[src/sor_ram.sv]
// Generic single-write, single-read RAM with registered read data.
module sor_ram #(
  parameter int Width = 32,
  parameter int Depth = 64,
  localparam int AW = (Depth > 1) ? $clog2(Depth) : 1
) (
  input  logic             clk_i,
  input  logic             we_i,
  input  logic [AW-1:0]    waddr_i,
  input  logic [Width-1:0] wdata_i,
  input  logic [AW-1:0]    raddr_i,
  output logic [Width-1:0] rdata_o
);

  logic [Width-1:0] mem_q [Depth];

  // Write port.
  always_ff @(posedge clk_i) begin
    if (we_i) begin
      mem_q[waddr_i] <= wdata_i;
    end
  end

  // Registered read port.
  always_ff @(posedge clk_i) begin
    rdata_o <= mem_q[raddr_i];
  end

endmodule

[config.mk]
export PLATFORM = sky130hd
export DESIGN_NAME = sor_ram
export DESIGN_NICKNAME = d
export VERILOG_FILES = /design/src/sor_ram.sv
export SDC_FILE = /design/constraint.sdc
export NUM_CORES = 2
export LEC_CHECK = 0
export BUFFER_PORTS_ARGS = -buffer_cell sky130_fd_sc_hd__buf_2
export CAP_MARGIN = 20
export CELL_PAD_IN_SITES_DETAIL_PLACEMENT = 0
export CELL_PAD_IN_SITES_GLOBAL_PLACEMENT = 1
export CORE_MARGIN = 4
export CORE_UTILIZATION = 25
export CTS_CLUSTER_DIAMETER = 80
export DETAILED_ROUTE_END_ITERATION = 8
export GPL_ROUTABILITY_DRIVEN = 0
export PLACE_DENSITY = 0.42
export RECOVER_POWER = 25
export SLEW_MARGIN = 20
export SYNTH_ARGS = -nofsm -noshare
export SYNTH_HDL_FRONTEND = slang
export SYNTH_SLANG_ARGS = --single-unit
[constraint.sdc]
create_clock -name clk_i -period 6.1 [get_ports clk_i]
set_input_delay 0.61 -clock clk_i [delete_from_list [all_inputs] [get_ports clk_i]]
set_output_delay 0.61 -clock clk_i [all_outputs]
set_load 0.05 [all_outputs]
After elaboration in Yosys (flattened, before gate mapping)
Memory sizes are Yosys's and may differ from the RTL's. A register that Yosys moved wholly into a read port is not among the register bits. Index checks and enable logic that the tools add are counted.

Output and inout port bits: 32. Flip-flop bits (word level): 0. Memories kept: 1. Bits in latches: 0. Bits in read-only memories: 0. Logic and storage cells: 3. Memory bits (writable): 2048. Bits of input ports: 46.

Memories: mem_q (depth 64, bits a word 32, read ports 1, clocked after Yosys merged registers in 1, write ports 1, line 15) `logic [Width-1:0] mem_q [Depth];`.

Mux-type cells: 2. Multiply operators: 0. Shift-type cells: 0. Magnitude comparators: 0. Divide/modulo/power cells: 0. Add/sub/neg operators: 0. Reductions and logical operators: 0. Bitwise gates (word level): 0. Equal/unequal tests: 0.

Operator list (number): 1-bit 2-to-1 mux (2).

Depth between registers and ports, before layout
Word-level depth: 2. Gate-level depth with buffers: 10. Gate-level depth less buffers: 5.

Least setup slack after synthesis
No wires, ideal clock.

Kind: input to register. From: input waddr_i[3]. To: memory mem_q[48][0], enable pin. Library setup time: 0.461 ns. Arrival: 3.309 ns. Cell stages on the path: 4. Setup slack: 2.330 ns. Data required time: 5.639 ns. Path buffers: 1. Cells stage by stage: clkbuf_1 nor2b_1 nand4b_1 nor3_1.

RTL lines: from (decl) (line 9) `input logic [AW-1:0] waddr_i,`; to (decl) (line 15).

Straight into the memory's write port.

==> flow_metrics.tcl <==
set metrics [dict create \
    drt_drc_violations_left 0 \
    design.core.area_um2 312000 \
    slew_at_the_pin_closest_to_its_max_slew_limit_ps 3710 \
    final_util 0.295 \
    synthesis_warnings 0 \
    clock_insertion_delay_worst_skew_ps 880 \
    hp-class "in -> reg" \
    async_reset_ff_frac 0 \
    mappedNetlistNets 3370 \
    synth_top_area_share 0.783 \
    drt_iter0_markers 3795 \
    cp_peak_stage_delay_ps 910 \
    layout.cells.non_filler 7955 \
    synthToLayoutAreaGrowth_pct 17.4 \
    power.density_cell_area_nw_per_um2 334 \
    cts-resized-gates 0 \
    fmax_mhz 271 \
    yosysSeqAreaShare 0.791 \
    io_buffers 77 \
    ys_ff_latch 2080 \
    number_of_buffers_created_by_cts 230 \
    max-vdd-ir-drop_mv 0.212 \
    reg2regPathDepth 5 \
    worst-endpoint-arrival_ps 4380 \
    grt_usage 0.152 \
    ctsRootBufferMaster "clkbuf_16" \
    report.final.setup_viol 0 \
    largest_fanout_on_the_critical_path 37 \
    ff2ff_setup_slack_ps 3460 \
    die-height_um 568 \
    final_hold_vios 0 \
    critical_path.startpoint_type "primary input" \
    grt_max_degree 82 \
    cpMostUsedCell "a21oi_1" \
    run_status "finished, violations left" \
    maxCapViolations 23 \
    route.vias.total 36800 \
    finalSetupTns_ps 0 \
    floorplan.die_area_um2 323000 \
    synthCells 3324 \
    detail-route-antenna-nets 0 \
    timing.critical_path.to_type "register" \
    dpl.hpwl_um 141000 \
    row_count 205 \
    seq_area_um2 62100 \
    antenna_found_initial 24 \
    timing.hold.worst_path_depth 3 \
    first_pass_grt_wire_length_um 339000 \
    count_of_filler_cells_inserted_in_the_layout 30200 \
    crit_type "in -> reg" \
    synth.distinct_cells 34 \
    die_width_um 568 \
    number_of_enable_flip_flop_cells_after_synthesis 2048 \
    route.detailed.vias_per_inst 4.63 \
    route.final.wire_length_um 249000 \
    num_io_pins 78 \
    drive_gt1_frac 0.297 \
    timing.critical_path.slowest_stage_cell "nor2b_1" \
    setup_skew_after_layout_ps 54.2 \
    ys_top_cells_by_area "edfxtp_1 78%, mux4_2 16%, mux2i_1 1.2%" \
    clkSlewWorstSetupHoldPaths_ps 60 \
    mean_instance_size_in_the_synthesized_netlist_um2 23.6 \
    nNetsFinal 3662 \
    clock_sinks 2080 \
    slew_headroom -1.47 \
    ctsLongestPathBuffers 4 \
    timing.critical_path.cells "buf_6 -> buf_4 -> buf_12 -> nor2b_1 -> a21oi_1 -> a21oi_1 -> nor2_1" \
    finalWorstPathRequiredPeriod_ps 3690 \
    grt_setup_unrepaired "false" \
    p_leak_uw 0.0279 \
    multiInputGateArea_um2 16000 \
    initial_core_util 0.252 \
    postSynth.topFlopCell "edfxtp_1" \
    ctsHtreeMaxLevel 4 \
    yosysTopAreaCell "edfxtp_1" \
    grt_pass1_vias 38600 \
    failed_checks "capacitance limit, slew limit" \
    syn-cell-area_um2 78500 \
    cts.hold.buffers_added 0 \
    dr.pass1.iters 5 \
    timing.critical_path.required_ps 6790 \
    clock_tree_from_tritoncts "built" \
    share_of_the_cycle_needed_by_the_critical_path_after_routing 0.606 \
    placed_cells_incl_taps 7523 \
    report.final.slew_viol_count 1496 \
    post_dr_wirelength_cell_um 31.4 \
    overflow 0 \
    post_cts.repair.setup_buffers 0 \
]
[where the power goes]
| group | total, uW | switching [uW] | internal, uW |
|---|---|---|---|
| Clock | 13100 | 5620 | 7520 |
| Sequential | 15900 | 93.6 | 15900 |
| Combinational | 1680 | 1140 | 533 |
[synthesized netlist by cell type (7+ instances only)]
master / number
edfxtp_1: 2048
buf_1: 21
mux4_2: 544
buf_4: 25
dfxtp_1: 32
buf_2: 57
nor3_1: 7
o22ai_1: 84
mux2i_1: 93
a21oi_1: 62
a311oi_1: 8
clkbuf_1: 74
nand2b_1: 8
nand2_1: 26
a22oi_1: 12
o221ai_1: 27
nor2_1: 137
nor2b_1: 15
[per-layer routing]
layer  up-vias  part of all wire  GRT usage
li1      14900                 -          -
met1     20500              0.44      0.209
met2      1060              0.47      0.245
met3       315             0.054     0.0286
met4         2             0.029     0.0435
met5         -          0.000052          0
[layout by cell type, fill, tap and decap left out, types with 18 or more instances in the layout]
master / synthesis / routed
a21oi_1: 62 / 61
nor2_1: 137 / 75
o22ai_1: 84 / 83
buf_4: 25 / 123
nor2_4: 0 / 62
nand2_1: 26 / 26
diode_2: 0 / 18
clkbuf_16: 0 / 231
mux2i_1: 93 / 93
buf_2: 57 / 70
dfxtp_1: 32 / 32
clkinv_2: 0 / 32
mux4_2: 544 / 544
edfxtp_1: 2048 / 2048
clkbuf_1: 74 / 101
o221ai_1: 27 / 27
clkinv_1: 0 / 40
[worst max-delay path, delay by kind of cell]
kind / cells / cell delay, ps
buffers and inverters: 3 / 1220
AND/OR/NAND/NOR: 2 / 1030
AO/OA/AOI/OAI: 2 / 1430
[cells by family (layout without fill, tap and decap cells)]
| group | count (synthesis) | in the layout | synth area share |
|---|---|---|---|
| AOI/OAI and AO/OA | 202 | 202 | 0.0167 |
| buffers and inverters | 182 | 655 | 0.0113 |
| DFF | 2080 | 2080 | 0.791 |
| muxes | 637 | 637 | 0.168 |
| other | 0 | 18 | 0 |
| and+or+nand+nor | 223 | 223 | 0.0127 |
[state kept, by name, indices dropped and copies added, names as in the netlist]
name,flops
rdata_o,32
mem_q,2048
[layout make-up]
| type | instances | area share |
|---|---|---|
| flip-flops and latches | 2080 | 0.674 |
| multi-input cells | 1062 | 0.173 |
| clock buffers | 324 | 0.0683 |
| well taps | 4140 | 0.0562 |
| repair buffers | 242 | 0.0201 |
| clock inverters | 89 | 0.00744 |
| diodes | 18 | 0.000489 |
[stage by stage]
stage	hold slack (ps)	setup slack (ps)	instance area, um2	total power [uW]
4_1_cts	143	2520	92200	31200
6_report	227	2410	92200	30800
3_3_place_gp	756	1460	85100	18000
5_1_grt	183	2490	92100	31900
3_5_place_dp	742	1570	85200	18000
2_1_floorplan	663	2330	78500	17000
[final timing paths]
path	endpoint	start
hold / removal	rdata_o[9]$_DFF_P_	raddr_i[4]
setup reg to reg	rdata_o[31]$_DFF_P_	mem_q[13][31]$_DFFE_PP_
hold reg to reg	rdata_o[20]$_DFF_P_	mem_q[28][20]$_DFFE_PP_
setup / recovery	rdata_o[31]$_DFF_P_	raddr_i[3]
(Power assumes the default switching activity.)
