### src/sor_pkg.sv
// Package: shared constants, codes and saturating arithmetic helpers of the SOR solver.
package sor_pkg;

  // Default number of unknowns that the stores are sized for.
  localparam int MaxDimDef = 8;

  // Field widths.
  localparam int OpW    = 2;
  localparam int IdxFw  = 3;
  localparam int ValW   = 32;
  localparam int OmegaW = 18;
  localparam int IterW  = 16;
  localparam int NUsedW = 4;
  localparam int TolW   = 32;
  localparam int AccW   = 64;
  localparam int PaddrW = 4;

  // Largest step magnitude, 2^40.
  localparam logic [40:0] StepCap = 41'h100_0000_0000;

  // Register reset values.
  localparam logic [NUsedW-1:0] NUsedRst = 4'd3;
  localparam logic [IterW-1:0]  MaxIterRst = 16'd1000;
  localparam logic [TolW-1:0]   TolRst = 32'd28147;

  // Operation codes of a request.
  typedef enum logic [OpW-1:0] {
    OP_LOAD_A   = 2'd0,
    OP_LOAD_B   = 2'd1,
    OP_SOLVE    = 2'd2,
    OP_RESERVED = 2'd3
  } op_e;

  // Register byte addresses.
  localparam logic [PaddrW-1:0] AddrNUsed = 4'h0;
  localparam logic [PaddrW-1:0] AddrMaxIt = 4'h4;
  localparam logic [PaddrW-1:0] AddrTol   = 4'h8;

  // Divider handshake status.
  typedef struct packed {
    logic busy;
    logic done;
  } div_status_t;

  // Signed 64-bit add that saturates.
  function automatic logic signed [63:0] sat_add_s64(logic signed [63:0] a,
                                                     logic signed [63:0] b);
    logic signed [64:0] s;
    s = {a[63], a} + {b[63], b};
    if (s[64] != s[63]) begin
      return s[64] ? {1'b1, 63'd0} : {1'b0, {63{1'b1}}};
    end
    return s[63:0];
  endfunction

  // Signed 64-bit subtract that saturates.
  function automatic logic signed [63:0] sat_sub_s64(logic signed [63:0] a,
                                                     logic signed [63:0] b);
    logic signed [64:0] s;
    s = {a[63], a} - {b[63], b};
    if (s[64] != s[63]) begin
      return s[64] ? {1'b1, 63'd0} : {1'b0, {63{1'b1}}};
    end
    return s[63:0];
  endfunction

  // Saturate a 43-bit signed value to 32 bits.
  function automatic logic signed [31:0] sat_s32(logic signed [42:0] v);
    if (v > 43'sh000_7FFF_FFFF) begin
      return 32'sh7FFF_FFFF;
    end
    if (v < -43'sh000_8000_0000) begin
      return 32'sh8000_0000;
    end
    return v[31:0];
  endfunction

endpackage

### src/sor_div.sv
// Restoring unsigned divider, 64-bit dividend by 32-bit divisor, one bit per cycle.
module sor_div
  import sor_pkg::*;
(
  input  logic        clk_i,
  input  logic        rst_ni,
  input  logic        start_i,
  input  logic [63:0] dividend_i,
  input  logic [31:0] divisor_i,
  output logic [63:0] quotient_o,
  output div_status_t status_o
);

  logic [63:0] dvd_q, dvd_d;
  logic [32:0] rem_q, rem_d;
  logic [31:0] dsr_q;
  logic [6:0]  cnt_q;
  logic        busy_q, done_q;
  logic [32:0] rem_sh;

  // One quotient bit per step.
  always_comb begin
    rem_sh = {rem_q[31:0], dvd_q[63]};
    dvd_d  = {dvd_q[62:0], 1'b0};
    rem_d  = rem_sh;
    if (rem_sh >= {1'b0, dsr_q}) begin
      rem_d    = rem_sh - {1'b0, dsr_q};
      dvd_d[0] = 1'b1;
    end
  end

  // Control state.
  always_ff @(posedge clk_i or negedge rst_ni) begin
    if (!rst_ni) begin
      busy_q <= 1'b0;
      done_q <= 1'b0;
      cnt_q  <= '0;
    end else begin
      done_q <= 1'b0;
      if (start_i && !busy_q) begin
        busy_q <= 1'b1;
        cnt_q  <= 7'd63;
      end else if (busy_q) begin
        if (cnt_q == 7'd0) begin
          busy_q <= 1'b0;
          done_q <= 1'b1;
        end else begin
          cnt_q <= cnt_q - 7'd1;
        end
      end
    end
  end

  // Datapath.
  always_ff @(posedge clk_i) begin
    if (start_i && !busy_q) begin
      dvd_q <= dividend_i;
      rem_q <= '0;
      dsr_q <= divisor_i;
    end else if (busy_q) begin
      dvd_q <= dvd_d;
      rem_q <= rem_d;
    end
  end

  assign quotient_o    = dvd_q;
  assign status_o.busy = busy_q;
  assign status_o.done = done_q;

endmodule

### config.mk
export PLATFORM = sky130hd
export DESIGN_NAME = sor_div
export DESIGN_NICKNAME = d
export VERILOG_FILES = /design/src/sor_pkg.sv /design/src/sor_div.sv
export SDC_FILE = /design/constraint.sdc
export NUM_CORES = 1
export LEC_CHECK = 0
export BUFFER_PORTS_ARGS = -buffer_cell sky130_fd_sc_hd__buf_2
export CAP_MARGIN = 30
export CORE_ASPECT_RATIO = 2
export CORE_MARGIN = 3
export CORE_UTILIZATION = 56
export CTS_BUF_LIST = sky130_fd_sc_hd__clkbuf_8
export DETAILED_ROUTE_END_ITERATION = 8
export HOLD_SLACK_MARGIN = 0.05
export PLACE_DENSITY_LB_ADDON = 0.15
export RECOVER_POWER = 100
export SLEW_MARGIN = 10
export SYNTH_ARGS = -nofsm -noshare
export SYNTH_HDL_FRONTEND = slang
export SYNTH_SLANG_ARGS = --single-unit
### constraint.sdc
create_clock -name clk_i -period 3.4 [get_ports clk_i]
set_input_delay 0.68 -clock clk_i [delete_from_list [all_inputs] [get_ports clk_i]]
set_output_delay 0.68 -clock clk_i [all_outputs]
set_load 0.02 [all_outputs]
# Yosys cells after proc, flatten, opt, wreduce, memory -nomap -nowiden

Index checks and enable logic that the tools add are counted.

Output and inout bits: 66
Bits of input ports: 99
Register bits after elaboration: 137

$add $sub $neg: 2
Muxes and demuxes: 13
Magnitude comparators: 1
Eq/ne operators: 1
Reductions and logical operators: 5

Operator list:

| operator            | number |
|---|---|
| $mux 64             | 2 |
| $ge 33x32->1        | 1 |
| $mux 32             | 1 |
| $sub 32x32->32      | 1 |
| $mux 7              | 3 |
| $logic_not 7->1     | 1 |
| $mux 1              | 7 |
| $sub 7x1->7 const B | 1 |
| $ne 2x1->1 const B  | 1 |
| $reduce_and 2->1    | 1 |
| $reduce_bool 2->1   | 1 |
| $logic_and 1x1->1   | 1 |
| $logic_not 1->1     | 1 |

# Longest topological paths before layout

Gate-level depths: netlist (run 1).

Word-level depth: 4
Gate-level depth with buffers: 14
Depth with buffers taken out: 12

# Worst setup path after synthesis (run 1)

No wires, ideal clock.

Kind: register -> register
Start point: reg dsr_q[22]
End point: reg rem_q[19]
Setup slack: 0.758 ns
Required time: 3.269 ns
Buffers on the path: 3
Arrival time: 2.511 ns
Stages on the path, launching flop included: 14
Library setup time: 0.131 ns
Cell sequence: edfxtp_1 inv_1 ha_1 buf_6 a21o_1 a221o_1 a211oi_2 o31ai_1 o2111a_1 a21oi_2 buf_6 buf_6 mux2i_1 o22ai_1

Cells in the longest elaborated chain, start to end: 2

RTL lines:

| item                   | line          | RTL |
|---|---|---|
| from (decl)            | sor_div.sv:16 | `logic [31:0] dsr_q;` |
| from (signal assigned) | sor_div.sv:59 | `dsr_q <= divisor_i;` |
| $ge 33x32->1           | sor_div.sv:26 | `if (rem_sh >= {1'b0, dsr_q}) begin` |
| $mux 32                | sor_div.sv:26 |  |
| to (signal assigned)   | sor_div.sv:62 | `rem_q <= rem_d;` |
| to (decl)              | sor_div.sv:15 | `logic [32:0] rem_q, rem_d;` |

Every way passes these cells.
A chain may end at the register's enable or synchronous reset.

# Final worst setup path (run 1)

Start point: reg dsr_q[3]
End point: reg rem_q[5]

Cells in the longest elaborated chain, start to end: 2

RTL lines:

| item                                           | line |
|---|---|
| $sub 32x32->32 or $ge 33x32->1 (tied branches) | sor_div.sv:27, sor_div.sv:26 |
| $mux 32 *                                      | sor_div.sv:26 |

Every way passes the cells marked *; elsewhere a longest branch is shown, timed or not.

==> results of run 1 <==
==> synthesized netlist by cell type (8+ instances only) <==
| master | instances |
|---|---|
| o21ai_0 | 23 |
| dfxtp_1 | 32 |
| xor2_1 | 20 |
| o311ai_1 | 14 |
| nor3_1 | 8 |
| nand2_1 | 243 |
| a21oi_1 | 43 |
| inv_1 | 42 |
| clkbuf_1 | 28 |
| dfrtp_1 | 9 |
| a21o_1 | 11 |
| nand3_1 | 30 |
| nand4_1 | 8 |
| ha_1 | 33 |
| edfxtp_1 | 96 |
| xnor2_1 | 13 |
| nor2_1 | 17 |
| a32oi_1 | 9 |
==> metrics by stage <==
step                area, um^2  hold WS [ns]  utilization [%]  instances
global route              8440         0.198             66.8       1083
detailed placement        8190         0.467             64.8       1051
CTS                       8580        0.0599             67.9       1083
finish                    8440         0.176             66.8       1083
global placement          8190         0.450             64.8       1051
floorplan                 7240         0.384                -        765
==> metal layers <==
metal,vias to the layer above,share of wire [%]
met1,2880,35
met5,-,0.069
met4,2,4.7
met2,228,55
li1,2987,-
met3,70,5.2
==> report_power, final <==
part	leakage, nW	switching (mW)	total [mW]	internal, mW
registers	1.34	0.461	3.09	2.63
clock network	0.203	0.676	1.35	0.675
logic	2.23	2.56	4.03	1.47
==> state kept, by name (all words and copies together) (netlist names) <==
signal and cells:
cnt_q 7, dsr_q 32, busy_q 1, done_q 1
quotient_o 64, rem_q 32
==> cell families after synthesis <==
kind of cell	count (synthesis)	share of synthesized area, %
simple gates	322	18.3
compound gates	147	13.9
flops	137	51.8
buf+inv	85	5.10
fa+ha+maj	34	5.98
xor+xnor	33	3.99
mux	7	0.967
==> final timing paths <==
check	depth (start not counted)	slack, ns	startpoint	end
max	12	0.28	dsr_q[3]	rem_q[5]
min	1	0.18	rst_ni	busy_q
max reg2reg	12	0.28	dsr_q[3]	rem_q[5]
min reg2reg	2	0.49	rem_q[31]	rem_q[31]
max in group asynchronous	1	2.87	rst_ni	cnt_q[0]
min in group clk_i	1	0.40	divisor_i[7]	dsr_q[7]
==> layout by cell type (no fill, tap or decap), types with 7 or more instances in the layout <==
cell	netlist	layout
a21o_1	11	11
a21oi_1	43	43
a32oi_1	9	9
buf_2	1	94
clkbuf_1	28	74
clkbuf_8	0	18
dfrtp_1	9	9
dfxtp_1	32	32
edfxtp_1	96	96
ha_1	33	33
inv_1	42	43
mux2i_1	7	7
nand2_1	243	242
nand3_1	30	30
nand4_1	8	8
nor2_1	17	17
nor3_1	8	8
o21ai_0	23	24
o311ai_0	2	8
o311ai_1	14	8
xnor2_1	13	13
xor2_1	20	20
==> critical path, stage by stage (launching register included) <==
cell and delay [ns]:
edfxtp_1 0.33, inv_1 0.04, ha_1 0.34, a21o_1 0.22
a21oi_1 0.23, a2111oi_2 0.13, nand3b_2 0.26, o22ai_2 0.28
o21ai_2 0.11, a21oi_4 0.43, clkbuf_2 0.40, nand3_1 0.14
o311ai_1 0.12
==> cell type report <==
type,instances,area (um^2)
fill,1082,4190
clock buffer,18,248
multi-input combinational,543,3140
sequential,137,3750
clock inverter,14,144
timing repair buffer,178,813
tap,150,188
inverter,43,161
==> results.cfg, run 1 <==
[drt]
dr_total_vias = 6167
drtIter0Drc = 308
drtPass1Iterations = 5
drc = 0
ant_nets = 0
viasPerCell = 5.69
wire_per_inst_um = 17.4
routed_wl_mm = 18.9

[clocking]
ctsHoldBuffers = 0
numCtsBuffers = 17
clock-sinks = 137
cts_max_path_buffers = 2
root_buffer = clkbuf_8
cts_resized = 0
htreeDepth = 4
cts_tree = done
path_clk_slew_ns = 0.09
cts_setup_buffers = 0
clkLatencyLatePin_ns = 0.45

[global_route]
grtUsageMet1_pct = 29.0
grt.met3_usage_pct = 6.04
grt_pass1_vias = 6474
grtUsageTotal_pct = 27.1
grt_max_degree = 71
met2_usage_pct = 47.9
antenna_found_initial = 1
grt_pass1_wl_mm = 30.8
grt_overflow_total = 0
top_usage_layer = met2

[timing]
slew_headroom_pct = 2.44
slew_violations = 0
worst_slew_pin_slew_ns = 1.46
finalHoldViolations = 0
fin_crit_ns = 3.12
setup_tns_ns = 0
period_share_pct = 91.7
fmax_ghz = 0.321
rsz0062_at_grt = no
fin_ws_ns = 0.282
finClkSkew_ns = 0.0182
setup_violations = 0

[floorplan]
rows = 58
die_area_mm2 = 0.0144
pin_count = 165
die_w_um = 86.4
coreArea_mm2 = 0.0126
dieHeight_um = 167
initial_core_util_pct = 57.4

[min_path]
min_path_type = in2async

[placed_design]
pre_cts_slack_ns = 0.324
place_congestion = 0.979
dp_hpwl_mm = 14.2
io_buffers = 164

[critical_path]
end_kind = flop
arrival_ns = 3.47
cp-start-kind = flop
cp_max_fo = 17
crit_type = reg2reg
crit_required_ns = 3.76

[logic_synthesis]
syn_area_mm2 = 0.00724
synth_area_leaders = edfxtp_1 40%, nand2_1 13%, dfxtp_1 8.8%, ha_1 5.7%, dfrtp_1 3.1%
netlist_instances = 765
synth_nets = 898
synth-edff-count = 96
ys_ff_latch = 137
syn_avg_cell_area_um2 = 9.47
synth_ff_type = edfxtp_1
yosys.area.top_type_share_pct = 39.8
ys_seq_area_share_pct = 51.8
ys_async_sr_fraction_pct = 6.57
yosysTopAreaCell = edfxtp_1
synth_cell_types = 59
yosys_warnings = 0

[cells_and_area]
fin_nets = 1053
area_growth_pct = 16.5
drive_gt1_share_pct = 15.4
antenna_cells = 0

[pwr]
p_per_area_mw_per_mm2 = 1000
ir_drop_mv = 0.593
p_total_mw = 8.47
p_leak_nw = 3.77

[outcome]
status = complete, no violations

[job]
maxCapViolCount = 0
Note: power is estimated with default switching activity, not from simulation.
==> run 2: changes to the inputs <==
Settings changed: GPL_TIMING_DRIVEN from default to 0.
==> results.cfg, run 2 (synthesis gave the netlist of run 1 again) <==
[outcome]
status = complete, no violations

[timing]
setup_violations = 0
fmax_ghz = 0.311
worst_slew_pin_slew_ns = 1.32
rsz0062_at_grt = no
fin_crit_ns = 3.22
slew_violations = 0
finalHoldViolations = 0
hold_ws_ns = 0.160
slew_headroom_pct = 11.8
period_share_pct = 94.6
finClkSkew_ns = 0.0128

[pwr]
p_total_mw = 8.52
p_leak_nw = 3.82
p_per_area_mw_per_mm2 = 993
ir_drop_mv = 0.519

[clocking]
clkLatencyLatePin_ns = 0.45
ctsHoldBuffers = 0
cts_tree = done
path_clk_slew_ns = 0.09
clock-sinks = 137
cts_max_path_buffers = 2
cts_setup_buffers = 0
numCtsBuffers = 17
htreeDepth = 4
root_buffer = clkbuf_8
cts_resized = 0

[placed_design]
io_buffers = 164
dp_hpwl_mm = 14.2
place_congestion = 0.956
place_area_mm2 = 0.00828

[critical_path]
crit_required_ns = 3.70
crit_family = compound AO/OA/AOI/OAI gates
cpPeakStageDelay_ns = 0.37
path_common_cell = buf_6
end_kind = flop
arrival_ns = 3.52
crit_chain = inv_1 > ha_1 > buf_6 > a21o_1 > a221o_1 > a211oi_2 > o31ai_1 > o2111a_1 > a21oi_2 > buf_6 > buf_6 > mux2i_1 > o22ai_1
cp-start-kind = flop
crit_type = reg2reg
cp_max_fo = 10
crit_buf_inv = 4
slowest_stage = edfxtp_1

[job]
maxCapViolCount = 0

[global_route]
grt_overflow_total = 0
top_usage_layer = met2
grt_max_degree = 65
grt.met3_usage_pct = 7.03
grtUsageMet1_pct = 26.5
grt_pass1_wl_mm = 30.0
antenna_found_initial = 0
grt_pass1_vias = 6462
met2_usage_pct = 47.6
grtUsageTotal_pct = 26.8

[cells_and_area]
antenna_cells = 0
fin_area_mm2 = 0.00858
regArea_mm2 = 0.00375
fillers = 1099
fin_nets = 1082
multi_input_area_mm2 = 0.00313
mostFrequentLayoutCells = 243 x nand2_1, 99 x clkbuf_1, 98 x buf_2
drive_gt1_share_pct = 15.4
final_common_cell = nand2_1
area_growth_pct = 18.5
largest_reg_flops = 64

[drt]
drtPass1Iterations = 7
routed_wl_mm = 18.8
viasPerCell = 5.71
ant_nets = 0
drtIter0Drc = 295
wire_per_inst_um = 16.9
dr_total_vias = 6348
drc = 0

[floorplan]
pin_count = 165
rows = 58
dieHeight_um = 167
initial_core_util_pct = 57.4
die_area_mm2 = 0.0144
die_w_um = 86.4
coreArea_mm2 = 0.0126

[min_path]
min_path_type = in2async
==> run 2: layout make-up <==
class                   count  share of cell area (%)
plain buffers              42                    2.26
clock buffers              17                    2.73
clock inverters            15                    1.92
inverters                  43                    1.88
multi-input cells         543                    36.4
flip-flops and latches    137                    43.7
well taps                 150                    2.19
repair buffers            165                    8.91
==> run 2: routing by layer <==
metal  part of all wire (%)  vias up
li1                       -     3056
met5                      0        -
met4                    6.2        0
met2                     53      258
met1                     35     2962
met3                    5.9       72
==> run 2: worst reg2reg max path, delay by kind of cell (launching register included) <==
kind	cells	cell delay [ns]
adders and majority gates	1	0.25
AOI/OAI and AO/OA	7	1.52
muxes	1	0.32
DFF	1	0.37
buffers and inverters	4	0.62
==> run 2: through the flow <==
stage | util, % | cells | setup TNS (ns) | worst slack (ns)
final | 68.0 | 1112 | 0 | 0.184
after global routing | 68.0 | 1112 | 0 | 0.0322
after CTS | 68.8 | 1112 | 0 | 0.200
after detailed placement | 65.6 | 1080 | 0 | 0.228
after global placement | 65.3 | 1079 | -16.35 | -0.176
after floorplan | - | 765 | 0 | 0.758
==> run 2: final timing paths <==
kind / cells after the start / slack (ns) / startpoint / to
setup / recovery: 13 / 0.18 / dsr_q[22] / rem_q[19]
hold reg to reg: 1 / 0.49 / cnt_q[6] / done_q
max in group asynchronous: 1 / 2.90 / rst_ni / cnt_q[6]
hold / removal: 1 / 0.16 / rst_ni / done_q
min in group clk_i: 1 / 0.40 / divisor_i[17] / dsr_q[17]
setup reg to reg: 13 / 0.18 / dsr_q[22] / rem_q[19]
==> run 2: power breakdown <==
group	switching [mW]	internal, mW
registers	0.462	2.63
clock network	0.716	0.669
logic	2.56	1.48
total	3.74	4.78
